===== src/rcbp_pkg.sv =====
// Shared types and constants for the remote command byte parser.
`timescale 1ns / 1ps
`default_nettype none

package rcbp_pkg;

  localparam int unsigned FRAME_CAPACITY = 50;
  localparam int unsigned COUNT_W = 6;
  localparam int unsigned VALUE_W = 32;
  localparam int unsigned HORNER_W = VALUE_W + 4;

  // received byte codes
  localparam logic [7:0] BYTE_STOP_TOGGLE = 8'h61;
  localparam logic [7:0] BYTE_CTRL_MAX    = 8'd10;
  localparam logic [7:0] BYTE_BRAKE       = 8'h5A;
  localparam logic [7:0] BYTE_FORWARD     = 8'h41;
  localparam logic [7:0] BYTE_BACK        = 8'h45;
  localparam logic [7:0] BYTE_RIGHT_LO    = 8'h42;
  localparam logic [7:0] BYTE_RIGHT_HI    = 8'h44;
  localparam logic [7:0] BYTE_LEFT_LO     = 8'h46;
  localparam logic [7:0] BYTE_LEFT_HI     = 8'h48;
  localparam logic [7:0] BYTE_OPEN        = 8'h7B;
  localparam logic [7:0] BYTE_CLOSE       = 8'h7D;
  localparam logic [7:0] BYTE_REPORT      = 8'h50;
  localparam logic [7:0] BYTE_NO_GAIN     = 8'h23;
  localparam logic [7:0] BYTE_ID_LO       = 8'h30;
  localparam logic [7:0] BYTE_ID_HI       = 8'h35;
  localparam logic [7:0] DIGIT_BASE       = 8'd48;

  // frame byte positions
  localparam logic [COUNT_W-1:0] POS_ID     = COUNT_W'(1);
  localparam logic [COUNT_W-1:0] POS_FOURTH = COUNT_W'(3);

  typedef enum logic [2:0] {
    DRIVE_BRAKE   = 3'd0,
    DRIVE_FORWARD = 3'd1,
    DRIVE_BACK    = 3'd2,
    DRIVE_RIGHT   = 3'd3,
    DRIVE_LEFT    = 3'd4
  } drive_t;

  typedef struct packed {
    logic                      gain_write;
    logic [2:0]                gain_select;
    logic signed [VALUE_W-1:0] gain_value;
    logic                      report_request;
  } frame_result_t;

endpackage

`default_nettype wire


===== src/remote_command_byte_parser.sv =====
// Top level of the remote command byte parser with its result register.
//
// Input channel: in_valid / in_ready carry one received byte (rx_byte) per beat.
// Output channel: out_valid / out_ready carry one result beat per input beat:
//   stop_flag, drive_cmd, gain_write, gain_select, gain_value, report_request.
// Each byte updates the stop toggle, the drive command and the frame state
// ('{' opens, '}' closes; close writes a gain or raises a report request).
// The result for a byte is registered and is on the output in the cycle after its beat.
// Throughput: one byte per cycle unless the receiver stalls; the decode and the saturating Horner step
//   (acc*10 + digit, one 36-bit add and clamp) fit between the state
//   registers and the result register.
// The result register holds while out_ready is low; in_ready stays high
//   whenever the result register is empty or is being drained in the same
//   cycle, so a steady stream runs back to back without bubbles.
// If the receiver stalls with a result pending, in_ready drops and the
//   byte state is frozen until the result beat is taken.
// Reset (rst, synchronous): stop flag off, drive brake, no frame open,
//   counters and accumulator cleared, no result pending.
`timescale 1ns / 1ps
`default_nettype none

module remote_command_byte_parser (
  input  wire logic               clk,
  input  wire logic               rst,
  input  wire logic               in_valid,
  output logic                    in_ready,
  input  wire logic [7:0]         rx_byte,
  output logic                    out_valid,
  input  wire logic               out_ready,
  output logic                    stop_flag,
  output logic [2:0]              drive_cmd,
  output logic                    gain_write,
  output logic [2:0]              gain_select,
  output logic signed [31:0]      gain_value,
  output logic                    report_request
);

  logic                    beat;
  logic                    stop_next;
  rcbp_pkg::drive_t        drive_next;
  rcbp_pkg::frame_result_t frame_res;

  // accept when the result slot is free or draining this cycle
  assign in_ready = !out_valid || out_ready;
  assign beat     = in_valid && in_ready;

  rcbp_drive u_drive (
    .clk        (clk),
    .rst        (rst),
    .beat       (beat),
    .rx_byte    (rx_byte),
    .stop_next  (stop_next),
    .drive_next (drive_next)
  );

  rcbp_frame u_frame (
    .clk     (clk),
    .rst     (rst),
    .beat    (beat),
    .rx_byte (rx_byte),
    .result  (frame_res)
  );

  // result register: payload needs no reset, valid does
  always_ff @(posedge clk) begin
    if (rst) begin
      out_valid <= 1'b0;
    end else if (beat) begin
      out_valid <= 1'b1;
    end else if (out_ready) begin
      out_valid <= 1'b0;
    end
  end

  always_ff @(posedge clk) begin
    if (beat) begin
      stop_flag      <= stop_next;
      drive_cmd      <= 3'(drive_next);
      gain_write     <= frame_res.gain_write;
      gain_select    <= frame_res.gain_select;
      gain_value     <= frame_res.gain_value;
      report_request <= frame_res.report_request;
    end
  end

endmodule

`default_nettype wire


===== src/rcbp_drive.sv =====
// Stop toggle and drive command state with per-byte decode.
`timescale 1ns / 1ps
`default_nettype none

module rcbp_drive (
  input  wire logic       clk,
  input  wire logic       rst,
  input  wire logic       beat,
  input  wire logic [7:0] rx_byte,
  output logic            stop_next,
  output rcbp_pkg::drive_t drive_next
);

  logic             stop_state;
  rcbp_pkg::drive_t drive_state;

  always_comb begin
    stop_next = stop_state ^ (rx_byte == rcbp_pkg::BYTE_STOP_TOGGLE);
    priority if (rx_byte <= rcbp_pkg::BYTE_CTRL_MAX) begin
      drive_next = drive_state;
    end else if (rx_byte == rcbp_pkg::BYTE_FORWARD) begin
      drive_next = rcbp_pkg::DRIVE_FORWARD;
    end else if (rx_byte == rcbp_pkg::BYTE_BACK) begin
      drive_next = rcbp_pkg::DRIVE_BACK;
    end else if (rx_byte >= rcbp_pkg::BYTE_RIGHT_LO && rx_byte <= rcbp_pkg::BYTE_RIGHT_HI) begin
      drive_next = rcbp_pkg::DRIVE_RIGHT;
    end else if (rx_byte >= rcbp_pkg::BYTE_LEFT_LO && rx_byte <= rcbp_pkg::BYTE_LEFT_HI) begin
      drive_next = rcbp_pkg::DRIVE_LEFT;
    end else begin
      drive_next = rcbp_pkg::DRIVE_BRAKE; // includes the explicit brake byte
    end
  end

  always_ff @(posedge clk) begin
    if (rst) begin
      stop_state  <= 1'b0;
      drive_state <= rcbp_pkg::DRIVE_BRAKE;
    end else if (beat) begin
      stop_state  <= stop_next;
      drive_state <= drive_next;
    end
  end

endmodule

`default_nettype wire


===== src/rcbp_frame.sv =====
// Frame collector: id and fourth byte capture, saturating decimal accumulate.
`timescale 1ns / 1ps
`default_nettype none

module rcbp_frame (
  input  wire logic                  clk,
  input  wire logic                  rst,
  input  wire logic                  beat,
  input  wire logic [7:0]            rx_byte,
  output rcbp_pkg::frame_result_t    result
);

  logic                                         collecting;
  logic [rcbp_pkg::COUNT_W-1:0]                 byte_count;
  logic [7:0]                                   id_byte;
  logic [7:0]                                   fourth_byte;
  logic signed [rcbp_pkg::VALUE_W-1:0]          accumulator;

  logic                                         collecting_next;
  logic [rcbp_pkg::COUNT_W-1:0]                 byte_count_next;
  logic [7:0]                                   id_byte_next;
  logic [7:0]                                   fourth_byte_next;
  logic signed [rcbp_pkg::VALUE_W-1:0]          accumulator_next;

  logic                                         is_close;
  logic                                         open_now;
  logic                                         store;
  logic signed [rcbp_pkg::HORNER_W-1:0]         acc_ext;
  logic signed [rcbp_pkg::HORNER_W-1:0]         horner_sum;
  logic signed [rcbp_pkg::VALUE_W-1:0]          horner_sat;

  localparam logic signed [rcbp_pkg::HORNER_W-1:0] SAT_MAX =
    rcbp_pkg::HORNER_W'(signed'({1'b0, {(rcbp_pkg::VALUE_W-1){1'b1}}}));
  localparam logic signed [rcbp_pkg::HORNER_W-1:0] SAT_MIN =
    -SAT_MAX - rcbp_pkg::HORNER_W'(1);

  // acc*10 + (byte - 48), clamped to the 32-bit range
  always_comb begin
    acc_ext    = rcbp_pkg::HORNER_W'(accumulator);
    horner_sum = (acc_ext <<< 3) + (acc_ext <<< 1)
               + signed'(rcbp_pkg::HORNER_W'(rx_byte))
               - signed'(rcbp_pkg::HORNER_W'(rcbp_pkg::DIGIT_BASE));
    if (horner_sum > SAT_MAX) begin
      horner_sat = signed'(rcbp_pkg::VALUE_W'(SAT_MAX));
    end else if (horner_sum < SAT_MIN) begin
      horner_sat = signed'(rcbp_pkg::VALUE_W'(SAT_MIN));
    end else begin
      horner_sat = signed'(horner_sum[rcbp_pkg::VALUE_W-1:0]);
    end
  end

  always_comb begin
    is_close = (rx_byte == rcbp_pkg::BYTE_CLOSE);
    open_now = collecting || (rx_byte == rcbp_pkg::BYTE_OPEN);
    store    = !is_close && open_now &&
               (byte_count < rcbp_pkg::COUNT_W'(rcbp_pkg::FRAME_CAPACITY));

    result = '0;
    if (is_close && collecting) begin
      if (fourth_byte == rcbp_pkg::BYTE_REPORT) begin
        result.report_request = 1'b1;
      end else if (id_byte != rcbp_pkg::BYTE_NO_GAIN &&
                   id_byte >= rcbp_pkg::BYTE_ID_LO && id_byte <= rcbp_pkg::BYTE_ID_HI) begin
        result.gain_write  = 1'b1;
        result.gain_select = 3'(id_byte - rcbp_pkg::BYTE_ID_LO);
        result.gain_value  = accumulator;
      end
    end

    collecting_next  = collecting;
    byte_count_next  = byte_count;
    id_byte_next     = id_byte;
    fourth_byte_next = fourth_byte;
    accumulator_next = accumulator;
    if (is_close) begin
      collecting_next  = 1'b0;
      byte_count_next  = '0;
      id_byte_next     = '0;
      fourth_byte_next = '0;
      accumulator_next = '0;
    end else begin
      collecting_next = open_now;
      if (store) begin
        if (byte_count == rcbp_pkg::POS_ID) begin
          id_byte_next = rx_byte;
        end
        if (byte_count == rcbp_pkg::POS_FOURTH) begin
          fourth_byte_next = rx_byte;
        end
        if (byte_count >= rcbp_pkg::POS_FOURTH) begin
          accumulator_next = horner_sat;
        end
        byte_count_next = byte_count + rcbp_pkg::COUNT_W'(1);
      end
    end
  end

  always_ff @(posedge clk) begin
    if (rst) begin
      collecting  <= 1'b0;
      byte_count  <= '0;
      id_byte     <= '0;
      fourth_byte <= '0;
      accumulator <= '0;
    end else if (beat) begin
      collecting  <= collecting_next;
      byte_count  <= byte_count_next;
      id_byte     <= id_byte_next;
      fourth_byte <= fourth_byte_next;
      accumulator <= accumulator_next;
    end
  end

endmodule

`default_nettype wire

===== config.mk =====
export PLATFORM = sky130hd
export DESIGN_NAME = remote_command_byte_parser
export DESIGN_NICKNAME = d
export VERILOG_FILES = /design/src/rcbp_pkg.sv /design/src/remote_command_byte_parser.sv /design/src/rcbp_drive.sv /design/src/rcbp_frame.sv
export SDC_FILE = /design/constraint.sdc
export NUM_CORES = 1
export LEC_CHECK = 0
export BUFFER_PORTS_ARGS = -buffer_cell sky130_fd_sc_hd__buf_2
export CORE_MARGIN = 5
export CORE_UTILIZATION = 50
export DETAILED_ROUTE_END_ITERATION = 7
export PLACE_DENSITY_LB_ADDON = 0.25
export SYNTH_ARGS = -nofsm -noshare
export SYNTH_HDL_FRONTEND = slang
export SYNTH_SLANG_ARGS = --single-unit

===== constraint.sdc =====
create_clock -name clk -period 5.16 [get_ports clk]
set_clock_uncertainty 0.15 [all_clocks]
set_input_delay 0.258 -clock clk [delete_from_list [all_inputs] [get_ports clk]]
set_output_delay 0.258 -clock clk [all_outputs]
set_load 0.005 [all_outputs]

# Yosys cells after proc, flatten, opt, wreduce, memory -nomap -nowiden
# Cells that the tools add are included.
[totals]
ff_bits = 101
in_bits = 12
output_inout_bits = 43
wordCells = 88
[op_classes]
n_addsub = 5
order_cmp = 11
eq_ne = 9
mux = 23
bitwise = 3
reduce_logical = 23
[ops]
columns = ["op", "count"]
rows = [
  ["32-bit two-way mux", 5],
  ["8-bit by 7-bit == test with 1-bit output, second input constant", 6],
  ["8-bit two-way mux", 6],
  ["35-bit by 33-bit adder with 36-bit output", 1],
  ["36-bit by 9-bit adder with 36-bit output", 1],
  ["36-bit by 32-bit > comparator with 1-bit output, second input constant", 1],
  ["36-bit by 32-bit < comparator with 1-bit output, second input constant", 1],
  ["36-bit two-way mux", 1],
  ["36-bit by 7-bit subtractor with 36-bit output, second input constant", 1],
  ["8-bit by 7-bit >= comparator with 1-bit output, second input constant", 2],
  ["8-bit by 7-bit less-or-equal comparator with 1-bit output, second input constant", 2],
  ["3-bit two-way mux", 5],
  ["6-bit two-way mux", 2],
  ["2-bit nonzero test", 5],
  ["3-bit AND reduction", 3],
  ["8-bit by 6-bit >= comparator with 1-bit output, second input constant", 1],
  ["8-bit by 4-bit less-or-equal comparator with 1-bit output, second input constant", 1],
  ["8-bit by 6-bit less-or-equal comparator with 1-bit output, second input constant", 1],
  ["1-bit logical AND", 8],
  ["8-bit by 6-bit != test with 1-bit output, second input constant", 1],
  ["6-bit by 1-bit adder with 6-bit output, second input constant", 1],
  ["6-bit by 1-bit == test with 1-bit output, second input constant", 1],
  ["6-bit by 2-bit == test with 1-bit output, second input constant", 1],
  ["6-bit by 2-bit >= comparator with 1-bit output, second input constant", 1],
  ["other kinds (10)", 16],
]

# Depth between registers and ports, before layout
[depth]
word_depth = 9
mapped_depth = 17
mapped_depth_nobuf = 16

# Cells and area by module
# From an unflattened synthesis, not the netlist that was laid out.
[unflattened]
hier_cells = 771
hier_area_um2 = 7085.5
[modules_own_cells]
columns = ["mod", "instances", "cells_per_inst", "area_per_inst_um2", "seq_area_each_um2"]
rows = [
  ["rcbp_frame", 1, 683, 5457.7, 1101.1],
  ["remote_command_byte_parser", 1, 46, 1286.2, 1251.2],
  ["rcbp_drive", 1, 42, 341.6, 80.1],
]

# Worst setup path before layout
# No wires, ideal clock.
[synth_path]
path_kind = "register -> register"
startpoint = "reg u_frame.accumulator[0] (netlist bit)"
endpoint = "reg u_frame.accumulator[23] (netlist bit)"
setup_ps = 143
t_arrival_ps = 3719
setup_slack_ps = 1148
path_stages_with_launch = 18
n_path_buf = 1
period_less_slack_ps = 4012
path_cell_list = "dfxtp_1 > inv_1 > fa_1 > inv_1 > ha_1 > ha_1 > inv_1 > fa_1 > nor2b_1 > o2111ai_1 > a21oi_1 > o21ba_1 > or4_1 > a32oi_1 > o211ai_1 > nand4b_1 > buf_2 > o311ai_2"
[synth_via]
elab_chain_cells = 9
word_cells_on_any_way = 10
[synth_lines]
columns = ["element", "line", "source"]
rows = [
  ["start: declaration", "rcbp_frame.sv:17", "logic signed [rcbp_pkg::VALUE_W-1:0] accumulator;"],
  ["start signal: assignment", "rcbp_frame.sv:110", "accumulator <= accumulator_next;"],
  ["35-bit by 33-bit adder with 36-bit output (*)", "rcbp_frame.sv:40", "horner_sum = (acc_ext <<< 3) + (acc_ext <<< 1)"],
  ["36-bit by 9-bit adder with 36-bit output (*)", "rcbp_frame.sv:41", "+ signed'(rcbp_pkg::HORNER_W'(rx_byte))"],
  ["36-bit by 7-bit subtractor with 36-bit output (*)", "rcbp_frame.sv:42", "- signed'(rcbp_pkg::HORNER_W'(rcbp_pkg::DIGIT_BASE));"],
  ["36-bit by 32-bit < comparator with 1-bit output", "rcbp_frame.sv:45", "end else if (horner_sum < SAT_MIN) begin"],
  ["32-bit two-way mux", "rcbp_frame.sv:45", ""],
  ["32-bit two-way mux (*)", "rcbp_frame.sv:43", "if (horner_sum > SAT_MAX) begin"],
  ["32-bit two-way mux (*)", "rcbp_frame.sv:90", "if (byte_count >= rcbp_pkg::POS_FOURTH) begin"],
  ["32-bit two-way mux (*)", "rcbp_frame.sv:83", "if (store) begin"],
  ["32-bit two-way mux (*)", "rcbp_frame.sv:75", "if (is_close) begin"],
]
# Every way passes the cells marked *; elsewhere a longest branch is shown, timed or not. The select of a mux whose other input is x is not followed.
# A chain may end at the register's enable or synchronous reset.

# Final worst setup path
[layout_path]
startpoint = "reg u_frame.accumulator[0] (netlist bit)"
endpoint = "reg u_frame.accumulator[13] (netlist bit)"
# The elaborated chain is that of the path after synthesis.

==> metrics.cfg <==
[clock_network]
ctsResizeCount = 0
clock_sinks = 101
insertion_delay_ps = 370
cts_setup_buffers = 0
root_buffer = clkbuf_16
cts_tree = built
cts.clk_slew.worst_paths_ps = 70
postCtsHoldBufs = 1
clock_path_buffers = 2
cts_buffers = 9
cts_max_level = 3

[global_routing]
antenna_found_initial = 0
grt_pass1_wl_um = 28570
grt_pass1_vias = 5817
grt_max_degree = 59
grt_overflow_total = 0
grt_use_total = 0.2126

[placed_design]
place.gp.congestion = 0.8918
io_buffers = 54
hpwl_um = 12800
place_area_mm2 = 0.007559

[power_and_ir_drop]
total_power_mw = 1.678
p_switching_uw = 429.8
power.internal_mw = 1.248
peakVddDrop_mv = 0.1466
power_density_mw_per_mm2 = 213.3
p_comb_frac = 0.081
p_sw_frac = 0.2562
seqPwrFrac = 0.506
power_leakage_nw = 3.396
clkPwrFrac = 0.413

[yosys]
muxShareOfSynthArea = 0.002813
synth_compound_area_frac = 0.1927
syn_inst = 807
synthFlopType = dfxtp_1
yosysWarningCount = 0
synth_seq_area_share = 0.3418
synth_xor_area_frac = 0.03939
synthArstFlopShare = 0
synth_seq_cells = 101
synth_top_family_by_area = compound AO/OA/AOI/OAI gates
yosys.area_share.simple = 0.1628
synth_fp_nets = 920
synth_area_per_cell_um2 = 8.817
synth_fa_ha_area_frac = 0.1839
synth_edf_count = 41
yosysUniqueCellTypes = 64
netlist_area_mm2 = 0.007116

[timing]
fmax_mhz = 217.1
finalCritPeriodShare = 0.8926
maxSlewViolCount = 0
slew_headroom = 0.2979
worstMarginPinSlew_ps = 1051
period_minus_slack_ps = 4606
finalHoldViolCount = 0
rsz0062_at_grt = false
hold_ws_ps = 67.52
setup_violations = 0
setup-tns-final_ps = 0

[critical_path]
path_class = reg -> reg
cp.arrival_ps = 4710
endpoint_kind = register
cp.required_ps = 5260
r2r_slack_ps = 550
start_kind = register
crit_fanout = 12

[routing]
route.detailed.drc = 0
ant_nets = 0
drt_iter0_markers = 444
via_per_inst = 5.809
routed_wl_um = 17180
via_count = 6006
wl_per_cell_um = 16.61
dr.pass1.iters = 5

[floorplan]
core_area_mm2 = 0.01393
initial_core_util = 0.5106
die_h_um = 129.3
dieArea_mm2 = 0.01672
ios = 55
chipWidth_um = 129.3
rows = 43

[worst_hold_path]
hp-class = in -> reg

[finish]
n_antenna_cell = 0
final_area_mm2 = 0.007865
layout_common_cells = inv_1 (108), ha_1 (95), nand2_1 (82), dfxtp_1 (60), buf_2 (54)
layout_commonest_cell = inv_1
syn_to_final_growth_pct = 10.53
drive_above_1_share = 0.1171
layout.nets = 962
fillers = 1261

[flow_run]
maxCapViolCount = 0

[outcome]
status = complete, no violations

==> area by class of cell <==
class / count / area, um^2 / area share
Multi-Input combinational cell: 563 / 4146 / 0.5272
Sequential cell: 101 / 2432 / 0.3093
Inverter: 109 / 409.1 / 0.05202
Timing Repair Buffer: 65 / 355.3 / 0.04518
Clock buffer: 10 / 239.0 / 0.03038
Tap cell: 180 / 225.2 / 0.02864
Clock inverter: 6 / 57.56 / 0.007318
==> routing by layer <==
metal,GRT usage,vias up,wire length (um),share of wire
met5,0,-,0,0
met4,0.05374,0,232,0.014
met3,0.03627,17,928,0.054
met2,0.3485,173,7994,0.47
met1,0.2933,2841,8019,0.47
li1,-,2975,-,-
==> final timing paths <==
kind,start,depth (start not counted),to
setup reg to reg,u_frame.accumulator[0],17,u_frame.accumulator[13]
setup / recovery,u_frame.accumulator[0],17,u_frame.accumulator[13]
hold / removal,out_ready,3,out_valid
hold reg to reg,u_frame.accumulator[31],2,u_frame.accumulator[31]
==> flip-flops by register name, indices dropped and copies added (netlist names) <==
| name | cells |
|---|---|
| u_frame.byte_count | 6 |
| u_frame.fourth_byte | 8 |
| stop_flag | 1 |
| u_drive.stop_state | 1 |
| report_request | 1 |
| out_valid | 1 |
| u_frame.id_byte | 8 |
| gain_value | 32 |
| gain_write | 1 |
| u_frame.accumulator | 32 |
| drive_cmd | 3 |
| u_frame.collecting | 1 |
| u_drive.drive_state | 3 |
| gain_select | 3 |
==> logic make-up after synthesis <==
family | count (synthesis)
AND/OR/NAND/NOR | 243
AO/OA/AOI/OAI | 185
buffers and inverters | 143
adder cells (fa/ha/maj) | 101
flip-flops | 101
XOR/XNOR | 32
multiplexers | 2
==> critical path, stage by stage (launching register included) <==
cell and delay (ps):
dfxtp_1 380, inv_1 100, fa_1 500, inv_1 50
ha_1 270, ha_1 180, inv_1 60, fa_1 400
nor2b_1 180, o2111ai_1 190, a21oi_1 270, o21ba_1 220
or2_1 160, a31oi_1 110, xnor2_1 330, nand4b_1 470
buf_4 360, o311ai_1 90
==> power by group through the flow <==
| stage | sequential (mW) | clock [mW] | combinational, mW |
|---|---|---|---|
| final | 0.849 | 0.692 | 0.136 |
| after floorplan | 0.871 | 0 | 0.0825 |
| after global routing | 0.851 | 0.748 | 0.150 |
| after detailed placement | 0.868 | 0 | 0.135 |
| after CTS | 0.850 | 0.705 | 0.136 |
| after global placement | 0.867 | 0 | 0.133 |
==> through the flow <==
stage                       util  setup slack [ps]  cells
after global routing      0.5644             175.1   1034
after floorplan                -              1148    807
after detailed placement  0.5424             566.1   1017
after CTS                 0.5644             611.1   1034
final                     0.5644             554.4   1034
after global placement    0.5424             707.2   1017
==> cell usage after synthesis, drive strengths merged (5+ instances only) <==
library cell  count  share of area
a31oi             6         0.0053
dfxtp            60           0.17
buf               8         0.0053
o311ai           27          0.041
a21o              5         0.0053
a21boi            5         0.0053
and2              7         0.0062
edfxtp           41           0.17
o211ai           14          0.015
nor4              9         0.0079
a22oi            12          0.013
clkbuf           26          0.014
nand2b            7         0.0062
nor2             52          0.027
inv             108          0.057
nand4             7         0.0062
ha               95           0.17
a211oi            8         0.0084
fa                6          0.017
nand2            82          0.043
o21ai            25          0.018
xnor2            17          0.021
nand3            10         0.0070
a21oi            48          0.036
a221oi            6          0.012
xor2             15          0.018
nor3             46          0.033
(Power assumes the default switching activity.)
